<file path="src/design/rm2q_pkg.sv">
`timescale 1ns / 1ps
package rm2q_pkg;

   localparam int FRAC_BITS_DEFAULT = 14;
   localparam int ELEM_W            = 16;
   localparam int NUM_W             = 18;   // sum or difference of two elements
   localparam int MAG_W             = 17;
   localparam int QUOT_BITS         = 15;   // quotient bits below the saturation limit

   typedef enum logic [1:0] {
      BR_TRACE = 2'd0,
      BR_X     = 2'd1,
      BR_Y     = 2'd2,
      BR_Z     = 2'd3
   } branch_type;

   // n0..n2 are the off-diagonal numerators in x, y, z, w order, skipping
   // the component that comes from the root
   typedef struct packed {
      branch_type              branch;
      logic                    degen;
      logic signed [NUM_W-1:0] n0;
      logic signed [NUM_W-1:0] n1;
      logic signed [NUM_W-1:0] n2;
   } side_type;

   // unsigned radicand width: one + three full-scale elements
   function automatic int rad_w(input int f);
      return ((f > 17) ? f : 17) + 1;
   endfunction

   function automatic int sq_w(input int f);
      int s;
      s = rad_w(f) + f;
      return ((s + 1) / 2) * 2;
   endfunction

   function automatic int root_w(input int f);
      return sq_w(f) / 2;
   endfunction

   function automatic int cmp_w(input int f);
      int a;
      int b;
      a = MAG_W + f + 1;
      b = root_w(f) + 1 + QUOT_BITS;
      return (a > b) ? a : b;
   endfunction

endpackage

</file>
<file path="src/design/rm2q_front.sv">
`timescale 1ns / 1ps
module rm2q_front #(
   parameter int FRAC_BITS = rm2q_pkg::FRAC_BITS_DEFAULT
) (
   input  logic                                     clock,
   input  logic                                     reset,
   input  logic                                     adv,
   input  logic                                     in_valid,
   input  logic signed [rm2q_pkg::ELEM_W-1:0]       a11,
   input  logic signed [rm2q_pkg::ELEM_W-1:0]       a12,
   input  logic signed [rm2q_pkg::ELEM_W-1:0]       a13,
   input  logic signed [rm2q_pkg::ELEM_W-1:0]       a21,
   input  logic signed [rm2q_pkg::ELEM_W-1:0]       a22,
   input  logic signed [rm2q_pkg::ELEM_W-1:0]       a23,
   input  logic signed [rm2q_pkg::ELEM_W-1:0]       a31,
   input  logic signed [rm2q_pkg::ELEM_W-1:0]       a32,
   input  logic signed [rm2q_pkg::ELEM_W-1:0]       a33,
   output logic                                     out_valid,
   output rm2q_pkg::side_type                       out_side,
   output logic [rm2q_pkg::rad_w(FRAC_BITS)-1:0]    out_rad
);
   import rm2q_pkg::*;

   localparam int RADW = rad_w(FRAC_BITS);
   localparam int RSW  = RADW + 1;

   logic signed [17:0]      trace;
   logic signed [RSW-1:0]   e11, e22, e33, one_s, rad_s;
   logic signed [NUM_W-1:0] d_23_32, d_31_13, d_12_21, s_12_21, s_13_31, s_23_32;
   side_type                side_in, side_ff;
   logic [RADW-1:0]         rad_in, rad_ff;
   logic                    valid_ff;

   always_comb begin
      trace   = 18'(a11) + 18'(a22) + 18'(a33);
      e11     = RSW'(a11);
      e22     = RSW'(a22);
      e33     = RSW'(a33);
      one_s   = RSW'(1) <<< FRAC_BITS;
      d_23_32 = NUM_W'(a23) - NUM_W'(a32);
      d_31_13 = NUM_W'(a31) - NUM_W'(a13);
      d_12_21 = NUM_W'(a12) - NUM_W'(a21);
      s_12_21 = NUM_W'(a12) + NUM_W'(a21);
      s_13_31 = NUM_W'(a13) + NUM_W'(a31);
      s_23_32 = NUM_W'(a23) + NUM_W'(a32);

      if (trace > 18'sd0) begin
         side_in.branch = BR_TRACE;
         rad_s          = RSW'(trace) + one_s;
         side_in.n0     = d_23_32;
         side_in.n1     = d_31_13;
         side_in.n2     = d_12_21;
      end else if (a11 >= a22 && a11 >= a33) begin
         side_in.branch = BR_X;
         rad_s          = one_s + e11 - e22 - e33;
         side_in.n0     = s_12_21;
         side_in.n1     = s_13_31;
         side_in.n2     = d_23_32;
      end else if (a22 > a33) begin
         side_in.branch = BR_Y;
         rad_s          = one_s + e22 - e11 - e33;
         side_in.n0     = s_12_21;
         side_in.n1     = s_23_32;
         side_in.n2     = d_31_13;
      end else begin
         side_in.branch = BR_Z;
         rad_s          = one_s + e33 - e11 - e22;
         side_in.n0     = s_13_31;
         side_in.n1     = s_23_32;
         side_in.n2     = d_12_21;
      end
      side_in.degen = rad_s[RSW-1] || (rad_s == '0);
      rad_in        = side_in.degen ? '0 : rad_s[RADW-1:0];
   end

   always_ff @(posedge clock) begin
      if (reset) begin
         valid_ff <= 1'b0;
      end else if (adv) begin
         valid_ff <= in_valid;
      end
   end

   always_ff @(posedge clock) begin
      if (adv) begin
         side_ff <= side_in;
         rad_ff  <= rad_in;
      end
   end

   assign out_valid = valid_ff;
   assign out_side  = side_ff;
   assign out_rad   = rad_ff;

endmodule

</file>
<file path="config.mk">
export PLATFORM = sky130hd
export DESIGN_NAME = rm2q_front
export DESIGN_NICKNAME = d
export VERILOG_FILES = /design/src/design/rm2q_pkg.sv /design/src/design/rm2q_front.sv
export SDC_FILE = /design/constraint.sdc
export NUM_CORES = 1
export LEC_CHECK = 0
export BUFFER_PORTS_ARGS = -buffer_cell sky130_fd_sc_hd__buf_2
export CAP_MARGIN = 5
export CORE_MARGIN = 5
export CORE_UTILIZATION = 55
export DETAILED_ROUTE_END_ITERATION = 7
export PLACE_DENSITY = 0.88
export SYNTH_ARGS = -nofsm -noshare
export SYNTH_HDL_FRONTEND = slang
export SYNTH_SLANG_ARGS = --single-unit
</file>
<file path="constraint.sdc">
create_clock -name clock -period 5.7 [get_ports clock]
set_clock_uncertainty 0.1 [all_clocks]
set_input_delay 0.855 -clock clock [delete_from_list [all_inputs] [get_ports clock]]
set_output_delay 0.855 -clock clock [all_outputs]
set_load 0.03 [all_outputs]
</file>
==> metrics.txt <==
Synth area leader ha_1; crit start category input pin; Peak supply drop 0.237 mV; metal3 WL 4930 um; final WL 46200 um; Initial Util 56.0%; FF-to-FF Start out_valid; setup TNS 0 ps; Pwr Total 4.82 mW; Die H 176 um; Site Rows 60; worst endpoint required time 5670 ps; CTS buffer count 9; dpl cells 2404; Die Wd 176 um; Max-cap violations 0; Arr. time, crit path 5350 ps; static leakage 8.45 nW; GRT Residual Overflow 0; clock sinks 73; FF+latch count, synth 73; I/O pin cnt 224; YS warnings 0; share of layout cells above drive strength 1 16.8%; pwr dens 277 mW/mm^2; Worst-Margin Slew 953 ps; period utilisation layout 94.3%; Vias/cell 5.93; Mapped Area 0.0152 sq mm; vias in the first global route 14000; status completed; min-delay worst type flip-flop to flip-flop; drt wl/cell 19.1 um; post-route ant nets 0; CTS H-tree depth 3; DR vias 14300; Avg Synthesized Cell Area 8.47 sq um; CP max FO 11; Synth area leaders ha_1 24%, edfxtp_1 14%, fa_1 10%; Post-synth EDFFs 72; Clk pin slew, worst setup/hold paths 60 ps; NumNets Final 2563; Yosys cell types 76; sequential area share after synthesis 14.4%; Core Area 0.0271 sq mm; largest net degree at the start of global routing 74; DR iter-0 viols 1785; Slew HR 36.5%; CP endpoint kind flip-flop; Area Growth Syn to Fin 14.8%; Tot GR Track Use 28.6%; routability cong. 0.960; ys async rst share 0%; final worst path period need 5380 ps; hold path start out_valid; top-area cell type share of the netlist area 24.2%; DR DRC count 0; max-slew violations 0; CTS tree yes; root buffer cell clkbuf_16; fmax 186 MHz; die area 0.0310 sq mm; DRT met1 WL 19800 um; Gate Count Post-Synth 1792; Hold Slack 405 ps; Final Non-Filler Cells 2421; met2 wire length 19900 um; initial antenna violation count 1; RSZ-0062 raised after global routing no; final hold violations 0; Clk Latency, worst-skew pair 330 ps; hpwl dp 38900 um; post-layout worst setup margin 324 ps; global-route wire length before repair 72100 um; Final setup viols 0; Primary FF master, synth edfxtp_1; Port Buffers 223; DR top layer met4; critical path class input pin to flip-flop; Setup WS pre-CTS -32.2 ps; maximum root-to-sink buffer count 2; crit path launch a11[1]; syn_nets 2312; 1st-pass router iterations 6
per-layer routing:
layer	up-vias	GRT usage, %
li1	6769	-
met1	6647	40.9
met2	830	44.3
met3	101	5.22
met4	0	8.51
met5	-	0
cells in the final DEF, fill, tap and decap left out, types with 75 or more instances in the layout:
master	count
nand2_1	110
inv_1	210
fa_1	78
nor2_1	126
ha_1	294
buf_2	222
a21oi_1	127
buf_4	75
xnor2_1	86
o21ai_0	84
layout make-up:
cell class                      instances  area [sq um]
Multi-Input combinational cell       1448         12000
Antenna cell                            1          2.50
Clock inverter                          7          53.8
Fill cell                            2256          9680
Sequential cell                        73          2180
Inverter                              211           792
Tap cell                              372           465
Timing Repair Buffer                  300          1730
Clock buffer                            9           225
power breakdown:
group          total [mW]  internal [mW]  switching [mW]
registers           0.922          0.815           0.107
logic                3.36           1.28            2.08
clock network       0.538          0.298           0.240
total                4.82           2.39            2.43
timing repair:
action | CTS | global route
endpoints found under the setup margin | 0 | 4
buffers inserted | 0 | 0
hold buffers | 0 | 0
resized for setup | 0 | 4
kinds of logic after synthesis:
family	share of synthesized area (%)
compound gates	20.8
xor+xnor	7.50
fa+ha+maj	34.5
buf+inv	6.97
flops	14.4
mux	1.75
simple gates	14.1
stage by stage:
stage | util, % | area, sq um
finish | 64.3 | 17400
global route | 64.3 | 17400
CTS | 64.2 | 17400
detailed placement | 63.2 | 17100
global placement | 63.2 | 17100
floorplan | - | 15200
path summary, 6_finish.rpt:
check,slack (ps),cells past startpoint,end
max,320,20,out_side[54]
min,410,2,out_valid
max reg2reg,5020,2,out_valid
min reg2reg,410,2,out_valid
sequential cells by signal, indices dropped and copies added, names as in the netlist:
name,cells
out_valid,1
out_side,54
out_rad,18
synthesized netlist by cell type (all sizes together), types with 12 or more instances:
cell      n
o211ai   23
nand2b   31
a31oi    20
o21bai   18
nor3     42
nor2    127
and3     14
or3      15
o22ai    18
edfxtp   72
mux2i    22
a21oi   127
o31ai    28
a21o     24
nor2b    36
nand2   110
inv     211
clkbuf   32
xnor2    86
fa       78
a211oi   26
xor2     44
o21a     12
nand3    25
ha      294
o21ai    94
buf      28
worst max-delay path, cell delays in order:
cell and delay [ps]:
buf_2 110, fa_1 480, ha_1 230, fa_1 490, a21oi_1 150, nor4_1 70, o31ai_2 410, o211ai_1 170
and3_1 220, o21ai_0 120, nor2b_1 180, xnor2_1 100, inv_1 90, ha_1 150, nand2_1 70, or3_1 460
o31a_4 380, nor2_1 340, a211o_1 200, o31ai_2 60
Power figures use the tool's default switching activity.
