File: src/design/rm2q_pkg.sv
`timescale 1ns / 1ps
package rm2q_pkg;

   localparam int FRAC_BITS_DEFAULT = 14;
   localparam int ELEM_W            = 16;
   localparam int NUM_W             = 18;   // sum or difference of two elements
   localparam int MAG_W             = 17;
   localparam int QUOT_BITS         = 15;   // quotient bits below the saturation limit

   typedef enum logic [1:0] {
      BR_TRACE = 2'd0,
      BR_X     = 2'd1,
      BR_Y     = 2'd2,
      BR_Z     = 2'd3
   } branch_type;

   // n0..n2 are the off-diagonal numerators in x, y, z, w order, skipping
   // the component that comes from the root
   typedef struct packed {
      branch_type              branch;
      logic                    degen;
      logic signed [NUM_W-1:0] n0;
      logic signed [NUM_W-1:0] n1;
      logic signed [NUM_W-1:0] n2;
   } side_type;

   // unsigned radicand width: one + three full-scale elements
   function automatic int rad_w(input int f);
      return ((f > 17) ? f : 17) + 1;
   endfunction

   function automatic int sq_w(input int f);
      int s;
      s = rad_w(f) + f;
      return ((s + 1) / 2) * 2;
   endfunction

   function automatic int root_w(input int f);
      return sq_w(f) / 2;
   endfunction

   function automatic int cmp_w(input int f);
      int a;
      int b;
      a = MAG_W + f + 1;
      b = root_w(f) + 1 + QUOT_BITS;
      return (a > b) ? a : b;
   endfunction

endpackage

File: src/design/rm2q_div.sv
`timescale 1ns / 1ps
module rm2q_div #(
   parameter int FRAC_BITS = rm2q_pkg::FRAC_BITS_DEFAULT
) (
   input  logic                                     clock,
   input  logic                                     reset,
   input  logic                                     adv,
   input  logic                                     in_valid,
   input  rm2q_pkg::side_type                       in_side,
   input  logic [rm2q_pkg::root_w(FRAC_BITS)-1:0]   in_root,
   output logic                                     out_valid,
   output rm2q_pkg::side_type                       out_side,
   output logic [rm2q_pkg::root_w(FRAC_BITS)-1:0]   out_root,
   output logic [rm2q_pkg::QUOT_BITS-1:0]           out_quot [3],
   output logic                                     out_ovf [3]
);
   import rm2q_pkg::*;

   localparam int RTW = root_w(FRAC_BITS);
   localparam int CW  = cmp_w(FRAC_BITS);
   localparam int NST = QUOT_BITS + 1;

   // stage 0 forms the rounded dividend and the saturation test,
   // stages 1..QUOT_BITS each resolve one quotient bit
   logic [CW-1:0]          rem_ff [NST][3];
   logic [QUOT_BITS-1:0]   quot_ff [NST][3];
   logic                   ovf_ff [NST][3];
   logic [CW-1:0]          dsor_ff [NST];
   side_type               side_ff [NST];
   logic                   valid_ff [NST];

   logic signed [NUM_W-1:0] num [3];
   logic [MAG_W-1:0]        mag [3];
   logic [CW-1:0]           dvd [3];
   logic [CW-1:0]           dsor_in;

   assign num[0] = in_side.n0;
   assign num[1] = in_side.n1;
   assign num[2] = in_side.n2;
   assign dsor_in = CW'(in_root) << 1;

   for (genvar l = 0; l < 3; l++) begin : g_prep
      assign mag[l] = num[l][NUM_W-1] ? MAG_W'(-num[l]) : MAG_W'(num[l]);
      assign dvd[l] = (CW'(mag[l]) << FRAC_BITS) + CW'(in_root);
      always_ff @(posedge clock) begin
         if (adv) begin
            rem_ff[0][l]  <= dvd[l];
            quot_ff[0][l] <= '0;
            ovf_ff[0][l]  <= dvd[l] >= (dsor_in << QUOT_BITS);
         end
      end
   end

   always_ff @(posedge clock) begin
      if (reset) begin
         valid_ff[0] <= 1'b0;
      end else if (adv) begin
         valid_ff[0] <= in_valid;
      end
   end

   always_ff @(posedge clock) begin
      if (adv) begin
         dsor_ff[0] <= dsor_in;
         side_ff[0] <= in_side;
      end
   end

   for (genvar j = 1; j < NST; j++) begin : g_bit
      localparam int Sh = QUOT_BITS - j;
      logic [CW-1:0] step_d;
      assign step_d = dsor_ff[j-1] << Sh;

      for (genvar l = 0; l < 3; l++) begin : g_lane
         logic          take;
         logic [CW-1:0] rem_in;
         assign take   = rem_ff[j-1][l] >= step_d;
         assign rem_in = take ? rem_ff[j-1][l] - step_d : rem_ff[j-1][l];
         always_ff @(posedge clock) begin
            if (adv) begin
               rem_ff[j][l]  <= rem_in;
               quot_ff[j][l] <= {quot_ff[j-1][l][QUOT_BITS-2:0], take};
               ovf_ff[j][l]  <= ovf_ff[j-1][l];
            end
         end
      end

      always_ff @(posedge clock) begin
         if (reset) begin
            valid_ff[j] <= 1'b0;
         end else if (adv) begin
            valid_ff[j] <= valid_ff[j-1];
         end
      end

      always_ff @(posedge clock) begin
         if (adv) begin
            dsor_ff[j] <= dsor_ff[j-1];
            side_ff[j] <= side_ff[j-1];
         end
      end
   end

   assign out_valid = valid_ff[NST-1];
   assign out_side  = side_ff[NST-1];
   assign out_root  = dsor_ff[NST-1][RTW:1];
   for (genvar l = 0; l < 3; l++) begin : g_out
      assign out_quot[l] = quot_ff[NST-1][l];
      assign out_ovf[l]  = ovf_ff[NST-1][l];
   end

endmodule

File: config.mk
export PLATFORM = sky130hd
export DESIGN_NAME = rm2q_div
export DESIGN_NICKNAME = d
export VERILOG_FILES = /design/src/design/rm2q_pkg.sv /design/src/design/rm2q_div.sv
export SDC_FILE = /design/constraint.sdc
export NUM_CORES = 2
export LEC_CHECK = 0
export ABC_AREA = 1
export BUFFER_PORTS_ARGS = -buffer_cell sky130_fd_sc_hd__buf_2
export CORE_MARGIN = 1.5
export CORE_UTILIZATION = 55
export CTS_CLUSTER_SIZE = 28
export DETAILED_ROUTE_END_ITERATION = 10
export PLACE_DENSITY = 0.71
export SLEW_MARGIN = 25
export SYNTH_ARGS = -nofsm -noshare
export SYNTH_HDL_FRONTEND = slang
export SYNTH_SLANG_ARGS = --single-unit
File: constraint.sdc
create_clock -name clock -period 3.9 [get_ports clock]
set_clock_uncertainty 0.1 [all_clocks]
set_input_delay 0.195 -clock clock [delete_from_list [all_inputs] [get_ports clock]]
set_output_delay 0.195 -clock clock [all_outputs]
set_load 0.1 [all_outputs]
==> flow_summary_export.csv <==
group,metric,value,unit
sta,rsz0062_at_grt,"false",
sta,min_period_over_period,0.828,
run_status,status,"finished clean",
drt,drt-total-wl,393,mm
sta,min_period,3230,ps
yosys,synth.area.top_cells,"edfxtp_1 55%, nand2_1 9.6%, ha_1 6.5%",
floorplan,start_util,0.554,
yosys,async_flop_share,0,
global_route,grt-ovfl-total,0,
flow_run,cap_violations,0,
place,portBuffers,198,
floorplan,coreArea,0.260,mm^2
cts,post_cts_buffers,0,
drt,drcViolationCount,0,
drt,ant_nets,0,
final_layout,fin_cells,19219,
setup_path,path_max_fanout,6,
cts,h-tree-depth,5,
drt,vias,105851,
drt,avgViaCountPerCell,5.51,
final_layout,mostFrequentLayoutCells,"3677 x nand2_1, 2636 x edfxtp_1, 1605 x inv_1",
setup_path,cpMostUsedCell,"nand3_1",
global_route,antenna_found_initial,5,
place,post-dp-hpwl,304,mm
floorplan,die_height,514,um
yosys,synth_cells,14897,
drt,drtPass1Iterations,8,
global_route,grt_max_degree,153,
setup_path,crit_arrival,3690,ps
drt,routedWlPerCell,20.4,um
global_route,grt_busiest_layer,"met2",
place,dpl.cell_count,18606,
yosys,synth.top_cell.area_share,0.550,
drt,drtIter0Drc,8439,
sta,report.final.slew_viol_count,0,
floorplan,io_pins,199,
sta,finalHoldViolations,0,
setup_path,path_cells,"inv_1 -> ha_1 -> fa_1 -> inv_1 -> nand3_1 -> nand3_1 -> a21oi_1 -> o21ai_0 -> nand3b_1 -> nand3_1 -> a21oi_1",
cts,cts_made_buffers,288,
global_route,grt_pass1_wl,592,mm
yosys,synth_seq_cells,2636,
yosys,ys_dominant_reg_cell,"edfxtp_1",
final_layout,syn_to_final_growth,11.2,%
floorplan,chipWidth,514,um
global_route,grtUsageMet1,0.370,
cts,insertion_delay,870,ps
sta,slew_headroom,0.338,
worst_hold_path,hold_class,"in2reg",
final_layout,fillCellCount,21910,
place,gp_routability_congestion,0.995,
sta,fmax,310,MHz
final_layout,drive_gt1_frac,0.0805,
global_route,grt_use_total,0.293,
cts,cts-root-buf,"clkbuf_16",
cts,clk_path_buf_depth,4,
yosys,synthDistinctLibCells,58,
yosys,syn_area,0.144,mm^2
cts,cts.sinks,2636,
pwr,leakage,0.0642,uW
pwr,ir_drop,480,uV
pwr,powerDensity,685,mW/mm^2
yosys,yosys_warnings,0,
setup_path,cpMaxStageDelayCell,"o21ai_0",
global_route,use_met2,0.500,
cts,cts_tree,"built",
global_route,first_global_vias,101521,
setup_path,crit_path_end_kind,"flip-flop",
yosys,yosysSeqAreaShare,0.550,
setup_path,cpPeakStageDelay,510,ps
setup_path,path_class,"reg2reg",
yosys,synth_nets,15769,
yosys,synth_edf_count,2636,
setup_path,cp.required,4360,ps
global_route,use_met3,0.0321,
yosys,yosysTopAreaCell,"edfxtp_1",
final_layout,final_common_cell,"nand2_1",
sta,worst_pin_slew,994,ps
yosys,syn_area_per_cell,9.66,um^2
cts,clk_pin_slew,70,ps
sta,setup_viol,0,
final_layout,nNetsFinal,16375,
setup_path,cp-start-kind,"flip-flop",
cts,cts_resized,0,
floorplan,rows,187,
floorplan,die-area,0.265,mm^2
sta,fin_tns_setup,0,ps
[per-stage QoR]
step	hold slack [ps]	power, uW	utilization	instance area (um^2)	setup WS, ps
global route	32.0	116000	0.616	160000	341
detailed placement	277	82300	0.576	150000	387
global placement	272	82200	0.576	150000	361
floorplan	194	70100	-	144000	849
finish	31.7	110000	0.616	160000	669
CTS	2.26	110000	0.616	160000	681
[worst max-delay path: cells and delay by family (launching register included)]
family          cells  cell delay [ps]
simple gates        4              650
buf+inv             2              210
compound gates      3              760
flops               1              420
fa+ha+maj           2              780
[per-layer routing]
| metal | routed length, um | vias to the layer above | share of wire |
|---|---|---|---|
| met5 | 37 | - | 0.000094 |
| met4 | 21700 | 6 | 0.055 |
| met3 | 19800 | 849 | 0.051 |
| met2 | 189000 | 3197 | 0.48 |
| met1 | 162000 | 49432 | 0.41 |
| li1 | - | 52367 | - |
[synth_stat cells, types with 89 or more instances]
master	n
a21oi_1	849
a21oi_2	89
edfxtp_1	2636
ha_1	750
inv_1	1605
nand2_1	3677
nand3_1	750
nand3b_1	130
nand4_1	232
nor2_1	1518
nor3_1	221
o21ai_0	604
o21ai_1	301
o21ai_2	120
xnor2_1	347
xor2_1	254
[cell type report]
cell class                      count  area (um^2)  share of cell area
Inverter                         1651         6210              0.0388
Timing Repair Buffer              473         3720              0.0232
Antenna cell                        2         5.00           0.0000313
Clock buffer                      333         7500              0.0469
Multi-Input combinational cell  10453        57200               0.357
Tap cell                         3496         4370              0.0273
Sequential cell                  2636        79200               0.495
Clock inverter                    175         1850              0.0116
[logic make-up after synthesis]
logic type / share of synthesized area
DFF: 0.550
adders and majority gates: 0.0715
xor gates and xnor gates: 0.0367
buffers and inverters: 0.0524
AOI/OAI and AO/OA: 0.0873
and+or+nand+nor: 0.202
[worst paths after layout]
kind                                               start                       end  slack [ps]  depth (start not counted)
worst max-delay path            rem_ff[12][67]$_DFFE_PP_  rem_ff[13][61]$_DFFE_PP_         670                         11
worst min-delay path                         in_side[42]  side_ff[0][42]$_DFFE_PP_          30                          2
worst max register to register  rem_ff[12][67]$_DFFE_PP_  rem_ff[13][61]$_DFFE_PP_         670                         11
worst min register to register  side_ff[8][41]$_DFFE_PP_  side_ff[9][41]$_DFFE_PP_         260                          0
[where the power goes]
part           internal, uW  switching [uW]
clock                 15800           11300
combinational         14000           25700
sequential            38600            4240
total                 68400           41200
[state kept, by name (all words and copies together) (netlist names)]
signal and flops:
ovf_ff 48, quot_ff 360, dsor_ff 124, rem_ff 1176, side_ff 912, valid_ff 16
[what timing repair did]
| action | 4_1_cts | 5_1_grt |
|---|---|---|
| hold endpoints to repair | 355 | 0 |
| hold buffers | 103 | 0 |
| endpoints found under the setup margin | 0 | 0 |
(Power assumes the default switching activity.)
