<file path="src/design/rm2q_pkg.sv">
`timescale 1ns / 1ps
package rm2q_pkg;

   localparam int FRAC_BITS_DEFAULT = 14;
   localparam int ELEM_W            = 16;
   localparam int NUM_W             = 18;   // sum or difference of two elements
   localparam int MAG_W             = 17;
   localparam int QUOT_BITS         = 15;   // quotient bits below the saturation limit

   typedef enum logic [1:0] {
      BR_TRACE = 2'd0,
      BR_X     = 2'd1,
      BR_Y     = 2'd2,
      BR_Z     = 2'd3
   } branch_type;

   // n0..n2 are the off-diagonal numerators in x, y, z, w order, skipping
   // the component that comes from the root
   typedef struct packed {
      branch_type              branch;
      logic                    degen;
      logic signed [NUM_W-1:0] n0;
      logic signed [NUM_W-1:0] n1;
      logic signed [NUM_W-1:0] n2;
   } side_type;

   // unsigned radicand width: one + three full-scale elements
   function automatic int rad_w(input int f);
      return ((f > 17) ? f : 17) + 1;
   endfunction

   function automatic int sq_w(input int f);
      int s;
      s = rad_w(f) + f;
      return ((s + 1) / 2) * 2;
   endfunction

   function automatic int root_w(input int f);
      return sq_w(f) / 2;
   endfunction

   function automatic int cmp_w(input int f);
      int a;
      int b;
      a = MAG_W + f + 1;
      b = root_w(f) + 1 + QUOT_BITS;
      return (a > b) ? a : b;
   endfunction

endpackage

</file>
<file path="src/design/rm2q_sqrt.sv">
`timescale 1ns / 1ps
module rm2q_sqrt #(
   parameter int FRAC_BITS = rm2q_pkg::FRAC_BITS_DEFAULT
) (
   input  logic                                     clock,
   input  logic                                     reset,
   input  logic                                     adv,
   input  logic                                     in_valid,
   input  rm2q_pkg::side_type                       in_side,
   input  logic [rm2q_pkg::rad_w(FRAC_BITS)-1:0]    in_rad,
   output logic                                     out_valid,
   output rm2q_pkg::side_type                       out_side,
   output logic [rm2q_pkg::root_w(FRAC_BITS)-1:0]   out_root
);
   import rm2q_pkg::*;

   localparam int SQW = sq_w(FRAC_BITS);
   localparam int RTW = root_w(FRAC_BITS);

   // one result bit per stage, digit pair taken from the top down
   logic [SQW-1:0] rem_ff [RTW];
   logic [SQW-1:0] res_ff [RTW];
   side_type       side_ff [RTW];
   logic           valid_ff [RTW];

   for (genvar k = 0; k < RTW; k++) begin : g_stage
      localparam logic [SQW-1:0] BitK = SQW'(1) << (SQW - 2 - 2 * k);
      logic [SQW-1:0] rem_i, res_i, trial, rem_in, res_in;
      side_type       side_i;
      logic           valid_i;

      if (k == 0) begin : g_first
         assign rem_i   = SQW'(in_rad) << FRAC_BITS;
         assign res_i   = '0;
         assign side_i  = in_side;
         assign valid_i = in_valid;
      end else begin : g_next
         assign rem_i   = rem_ff[k-1];
         assign res_i   = res_ff[k-1];
         assign side_i  = side_ff[k-1];
         assign valid_i = valid_ff[k-1];
      end

      always_comb begin
         trial = res_i + BitK;
         if (rem_i >= trial) begin
            rem_in = rem_i - trial;
            res_in = (res_i >> 1) + BitK;
         end else begin
            rem_in = rem_i;
            res_in = res_i >> 1;
         end
      end

      always_ff @(posedge clock) begin
         if (reset) begin
            valid_ff[k] <= 1'b0;
         end else if (adv) begin
            valid_ff[k] <= valid_i;
         end
      end

      always_ff @(posedge clock) begin
         if (adv) begin
            rem_ff[k]  <= rem_in;
            res_ff[k]  <= res_in;
            side_ff[k] <= side_i;
         end
      end
   end

   assign out_valid = valid_ff[RTW-1];
   assign out_side  = side_ff[RTW-1];
   assign out_root  = res_ff[RTW-1][RTW-1:0];

endmodule

</file>
<file path="config.mk">
export PLATFORM = sky130hd
export DESIGN_NAME = rm2q_sqrt
export DESIGN_NICKNAME = d
export VERILOG_FILES = /design/src/design/rm2q_pkg.sv /design/src/design/rm2q_sqrt.sv
export SDC_FILE = /design/constraint.sdc
export NUM_CORES = 1
export LEC_CHECK = 0
export ABC_AREA = 1
export BUFFER_PORTS_ARGS = -buffer_cell sky130_fd_sc_hd__buf_4
export CAP_MARGIN = 0
export CORE_MARGIN = 3
export CORE_UTILIZATION = 35
export DETAILED_ROUTE_END_ITERATION = 8
export PLACE_DENSITY_LB_ADDON = 0.15
export SETUP_SLACK_MARGIN = 0.15
export SYNTH_ARGS = -nofsm -noshare
export SYNTH_HDL_FRONTEND = slang
export SYNTH_SLANG_ARGS = --single-unit
</file>
<file path="constraint.sdc">
create_clock -name clock -period 3.91 [get_ports clock]
set_clock_uncertainty 0.05 [all_clocks]
set_input_delay 0.391 -clock clock [delete_from_list [all_inputs] [get_ports clock]]
set_output_delay 0.391 -clock clock [all_outputs]
set_load 0.05 [all_outputs]
</file>
==> flow_summary.ini, run 1 <==
[worst_setup_path]
crit_type = flop to flop
worstSetupEndpointType = flop
critPathLaunch = rem_ff[1][74]
crit_path_max_fanout = 22
cp-start-kind = flop
r2r_start = rem_ff[1][74]
cp.arrival_ns = 3.20
required_ns = 4.36

[timing]
fin_crit_ns = 2.75
max_slew_margin = 0.406
slew_viol_final = 0
setup_viol = 0
clock.fmax_mhz = 364
hold_violations = 0
layout_setup_ws_ns = 1.16
tightest_slew_ns = 0.891
grt_setup_unrepaired = false
fin_crit_sh = 0.703
finalSetupTns_ns = 0
whs_ns = 0.0592

[cts]
post_cts_buffers = 0
cts_buffers = 154
clk_latency_ns = 0.79
clockBufferDepth = 3
cts.repair.resized = 0
clkSlewWorstSetupHoldPaths_ns = 0.06
cts.sink_count = 1370
cts-root-buf = clkbuf_16
cts_tree = done
h-tree-depth = 4

[grt]
grt-ovfl-total = 0
met3_usage = 0.0261
antenna_found_initial = 1
grt_usage = 0.122
grt_max_degree = 117
grt_pass1_wl_um = 156000
grtUsageMet2 = 0.196
grt_pass1_vias = 29200
met1_usage = 0.160
top_usage_layer = met2

[synth]
synth-edff-count = 1370
ys_seq_elements = 1370
synth_top_family_by_area = simple AND/OR/NAND/NOR gates
synthMuxAreaShare = 0
ys_seq_area_frac = 0.756
synth-xor-area-share = 0.0161
syn_nets = 4212
yosys.area_share.simple = 0.124
synth_compound_area_frac = 0.0298
syn_inst = 3992
synthAdderAreaFrac = 0.0332
synth.avg_cell_area_um2 = 13.6
postSynth.asyncResetShare = 0
synth.distinct_cells = 51
yosysWarnings = 0
synth_area_um2 = 54400
synth_top_flop_cell = edfxtp_1

[placed_design]
place.gp.congestion = 0.858
port_buffers = 152
place_ws_ns = 1.13
hpwl_um = 66200

[finish]
syn_to_final_growth_pct = 18.0
drive_gt1_frac = 0.120
multi_input_area_um2 = 11100
final_util = 0.416
final_common_cell = edfxtp_1
fin_nets = 4606
seq_area_um2 = 41100
final_cell_mix = edfxtp_1 (1370), nand2_1 (892), inv_1 (500), nor2_1 (284), nand3_1 (190)
fill_cells = 14300
insertedDiodeCount = 0

[routing]
firstDrtPassIters = 5
drt_iter0_markers = 1783
vias = 29000
drc = 0
vias_per_cell = 4.43
postRouteAntennaNets = 0
finalWirelength_um = 97800
drt-wirelength-per-cell_um = 14.9

[floorplanning]
chipHeight_um = 400
die_area_um2 = 160000
rows = 144
die_x_um = 400
start_util = 0.353
core_um2 = 154000
io_pins = 153

[worst_hold_path]
hp-class = input pin to flop
hold_start = adv

[power_and_ir_drop]
ir_drop_mv = 0.387
p_total_mw = 36.5
p_leak_nw = 24.8
p_per_area_nw_per_um2 = 569

[flow_run]
max_cap_violations = 0

[run_status]
run_status = finished, final reports clean
[routing by layer]
metal  up-vias  wire length [um]
met5         -                 0
met4         0              3340
met3       213              3800
met2       451             45300
met1     13700             45300
li1      14700                 -
[layout make-up]
cell class              count  share of cell area
clock buffers             192              0.0629
clock inverters            91              0.0158
inverters                 514              0.0302
multi-input cells        2083               0.172
flip-flops and latches   1370               0.641
well taps                2044              0.0398
repair buffers            263              0.0382
[worst paths after layout]
path	depth (start not counted)	endpoint	slack (ns)
max	8	rem_ff[1][114]	1.16
min	1	side_ff[1][14]	0.06
max reg2reg	8	rem_ff[1][114]	1.16
min reg2reg	0	side_ff[14][30]	0.31
[what timing repair did]
action                                  CTS  global route
hold endpoints to repair                 77             0
endpoints found under the setup margin    0             0
hold buffers                             77             0
[Yosys cell counts (19+ instances only)]
| master | n | area [um^2] |
|---|---|---|
| a21oi_2 | 31 | 272 |
| edfxtp_1 | 1370 | 41100 |
| nor3_1 | 36 | 180 |
| o21ai_1 | 31 | 155 |
| xnor2_1 | 53 | 464 |
| inv_1 | 500 | 1880 |
| nand3_1 | 190 | 951 |
| nor2_1 | 284 | 1070 |
| nand3b_1 | 34 | 255 |
| a21oi_1 | 101 | 505 |
| o21ai_2 | 31 | 272 |
| nand4_1 | 52 | 325 |
| nand2_1 | 892 | 3350 |
| o21ai_0 | 55 | 275 |
| xor2_1 | 47 | 412 |
| ha_1 | 135 | 1690 |
| nand2_2 | 19 | 119 |
[worst max-delay path, stage by stage, from the launching register on]
cell and delay (ns):
edfxtp_1 0.45, ha_1 0.27, fa_1 0.47, nand2_1 0.10
nand3_1 0.10, nand2_1 0.12, nand3_2 0.31, inv_2 0.45
o21ai_0 0.16
[state kept, by name, summed over array words and instances (netlist names)]
name,count
rem_ff,306
res_ff,136
side_ff,912
valid_ff,16
[cell families after synthesis]
group / after synthesis
compound gates: 268
xor+xnor: 100
buf+inv: 539
fa+ha+maj: 141
simple gates: 1574
flops: 1370
[report_power, final]
group	leakage, nW	switching, mW	internal [mW]
Sequential	13.2	0.663	17.7
Combinational	9.14	2.66	1.44
Clock	2.43	5.82	8.27
Total	24.8	9.14	27.4
[through the flow]
step,std cells,cell area [um^2]
final,6557,64200
after global routing,6557,64200
after CTS,6557,64200
after detailed placement,6197,58400
after global placement,6197,58400
after floorplan,3992,54400
(Power assumes the default switching activity.)
==> run 2: changes to the inputs <==
--- a/config.mk
+++ b/config.mk
@@ -5,7 +5,7 @@
 export SDC_FILE = /design/constraint.sdc
 export NUM_CORES = 1
 export LEC_CHECK = 0
-export ABC_AREA = 1
+export ABC_AREA = 0
 export BUFFER_PORTS_ARGS = -buffer_cell sky130_fd_sc_hd__buf_4
 export CAP_MARGIN = 0
 export CORE_MARGIN = 3
==> constraint.sdc (replaced) <==
create_clock -name clock -period 2.8 [get_ports clock]
set_clock_uncertainty 0.05 [all_clocks]
set_input_delay 0.28 -clock clock [delete_from_list [all_inputs] [get_ports clock]]
set_output_delay 0.28 -clock clock [all_outputs]
set_load 0.05 [all_outputs]
==> run 2 against run 1 <==
The run now ends with setup timing left; area after synthesis is 7.0% lower; setup slack worse by 1.2 ns; clock power is 29% higher.
==> flow_summary.ini, run 2 <==
[flow_run]
max_cap_violations = 0

[timing]
setup_viol = 2
fin_crit_sh = 1.01
grt_setup_unrepaired = true
fin_crit_ns = 2.83
max_slew_margin = 0.534
tightest_slew_ns = 0.693
clock.fmax_mhz = 353
finalSetupTns_ns = -0.0372
hold_violations = 0
layout_setup_ws_ns = -0.0313
slew_viol_final = 0

[power_and_ir_drop]
seqPwrFrac = 0.523
p_leak_nw = 22.6
p_per_area_nw_per_um2 = 780
switching_share = 0.235
p_switching_mw = 11.5
share_comb_of_total_power = 0.104
p_int_mw = 37.4
p_clk_frac = 0.373
p_total_mw = 48.9
ir_drop_mv = 0.492

[synth]
synth.distinct_cells = 84
synth_top_flop_cell = edfxtp_1
synth_area_um2 = 50700
synthMuxAreaShare = 0.00573
synthAdderAreaFrac = 0.0357
synth_area_leaders = edfxtp_1 (81%), ha_1 (3.3%), xnor2_1 (1.5%)
yosysTopAreaCell = edfxtp_1
synth.avg_cell_area_um2 = 18.0
synth-edff-count = 1370
synth-xor-area-share = 0.0289
synth_top_area_frac = 0.812
ys_seq_area_frac = 0.812
synth_compound_area_frac = 0.0477
yosysWarnings = 0
ys_seq_elements = 1370
synth_top_family_by_area = simple AND/OR/NAND/NOR gates
syn_inst = 2810
yosysMostFrequentCell = edfxtp_1
synth_common_cells = edfxtp_1 (1370), inv_1 (167), ha_1 (135), nand2_1 (133), nor2_1 (114)
syn_nets = 3030
postSynth.asyncResetShare = 0
yosys.area_share.simple = 0.0545

[floorplanning]
die_area_um2 = 149000
rows = 138
core_um2 = 143000
die_x_um = 386
io_pins = 153
start_util = 0.355
chipHeight_um = 386

[cts]
cts-root-buf = clkbuf_16
cts.sink_count = 1370
clkSlewWorstSetupHoldPaths_ns = 0.06
cts_buffers = 149
clk_latency_ns = 0.77
h-tree-depth = 4
clockBufferDepth = 3
cts_tree = done

[grt]
antenna_found_initial = 1
grt_usage = 0.108
grt-ovfl-total = 0
grt_pass1_wl_um = 132000
grt_max_degree = 100
grt_pass1_vias = 25900

[worst_hold_path]
min_path_cells = 2
hp-class = input pin to flop
hold_start = in_side[36]
whs_endpoint = side_ff[0][36]

[run_status]
run_status = complete, but fails checks
failed_checks = setup timing

[worst_setup_path]
critPathMaxStageDelay_ns = 0.52
r2r-end = rem_ff[1][219]
crit_path_max_fanout = 4
critPathLaunch = rem_ff[1][164]
cp.arrival_ns = 3.27
crit_type = flop to flop
critical-path-top-delay-family = compound AO/OA/AOI/OAI gates
cp-start-kind = flop
r2r_slack_ns = -0.03
cp_slowest_cell = or4_4
r2r_start = rem_ff[1][164]
cp_num_buf_inv = 1
reg2reg_depth = 9
required_ns = 3.24
path_cells = buf_4 -> ha_1 -> a211oi_1 -> nor2_2 -> o22ai_2 -> o22a_2 -> a21oi_1 -> or4_4 -> xnor2_1
worstSetupEndpointType = flop

[placed_design]
hpwl_um = 49600
place_ws_ns = -0.152
port_buffers = 152
place.gp.congestion = 0.898

[routing]
vias = 24700
postRouteAntennaNets = 0
drt_iter0_markers = 1323
drt-wirelength-per-cell_um = 15.1
finalWirelength_um = 81300
vias_per_cell = 4.61
drc = 0
firstDrtPassIters = 5

[finish]
largest_reg_flops = 912
reg_top3 = side_ff x912, rem_ff x306, res_ff x136
regMostFlops = side_ff
fin_nets = 3589
final_cell_mix = edfxtp_1 (1370), buf_4 (301), inv_1 (157), clkbuf_16 (151), ha_1 (112)
drive_gt1_frac = 0.229
insertedDiodeCount = 0
final_common_cell = edfxtp_1
syn_to_final_growth_pct = 23.8
## run 2: area by class of cell
cell class / instances / area, um^2
sequential: 1370 / 41100
multi-input combinational: 1244 / 10100
tap: 1890 / 2360
clock buffer: 190 / 3880
clock inverter: 73 / 722
timing repair buffer: 433 / 3840
timing repair inverter: 1 / 6.26
inverter: 170 / 656
fill: 12400 / 79900
## run 2: worst max-delay path by stage
stage	end	slack, ns	depth (start not counted)
after floorplan	rem_ff[1][153]	0.10	11
after global placement	rem_ff[1][223]	-0.1	12
after detailed placement	rem_ff[1][223]	-0.15	12
after CTS	rem_ff[1][219]	0.007	10
after global routing	rem_ff[1][223]	-0.13	13
final	rem_ff[1][219]	-0.03	9
## run 2: power by group through the flow
stage               clock, mW  combinational, mW  sequential, mW
CTS                      19.0               4.68            25.5
floorplan                   0               2.62            25.8
global placement            0               4.20            25.9
finish                   18.2               5.09            25.6
global route             19.9               5.62            25.8
detailed placement          0               4.33            25.9
## run 2: metal layers
layer,GRT usage,vias to the layer above,share of wire
met5,0,-,0
met3,0.0283,212,0.043
met4,0.0520,0,0.036
met1,0.124,12200,0.41
li1,-,11900,-
met2,0.187,455,0.51
## run 2: per-stage QoR
| step | std cells | hold slack [ns] | utilization | cell area [um^2] |
|---|---|---|---|---|
| floorplan | 2810 | 0.329 | - | 50700 |
| global placement | 4942 | 0.350 | 0.387 | 55200 |
| detailed placement | 4942 | 0.355 | 0.387 | 55200 |
| CTS | 5328 | 0.0745 | 0.430 | 61300 |
| global route | 5371 | 0.102 | 0.440 | 62700 |
| finish | 5371 | 0.166 | 0.440 | 62700 |
## run 2: logic make-up (layout without fill, tap and decap cells)
group | count (synthesis) | in the layout
AO/OA/AOI/OAI | 377 | 377
multiplexers | 25 | 25
AND/OR/NAND/NOR | 534 | 534
XOR/XNOR | 167 | 167
flip-flops | 1370 | 1370
buffers and inverters | 196 | 867
adder cells (fa/ha/maj) | 141 | 141
## run 2: worst reg2reg max path, stage by stage, from the launching register on
cell	delay, ns
edfxtp_1	0.41
buf_4	0.16
ha_1	0.31
a211oi_1	0.29
nor2_2	0.13
o22ai_2	0.19
o22a_2	0.23
a21oi_1	0.16
or4_4	0.52
xnor2_1	0.13
## run 2: repair_timing
item	CTS	global route
pin swaps	52	74
endpoints found under the setup margin	132	169
setup buffers	40	39
gates resized for setup	92	253
gates cloned	3	4
hold buffers	80	0
hold endpoints to repair	120	0
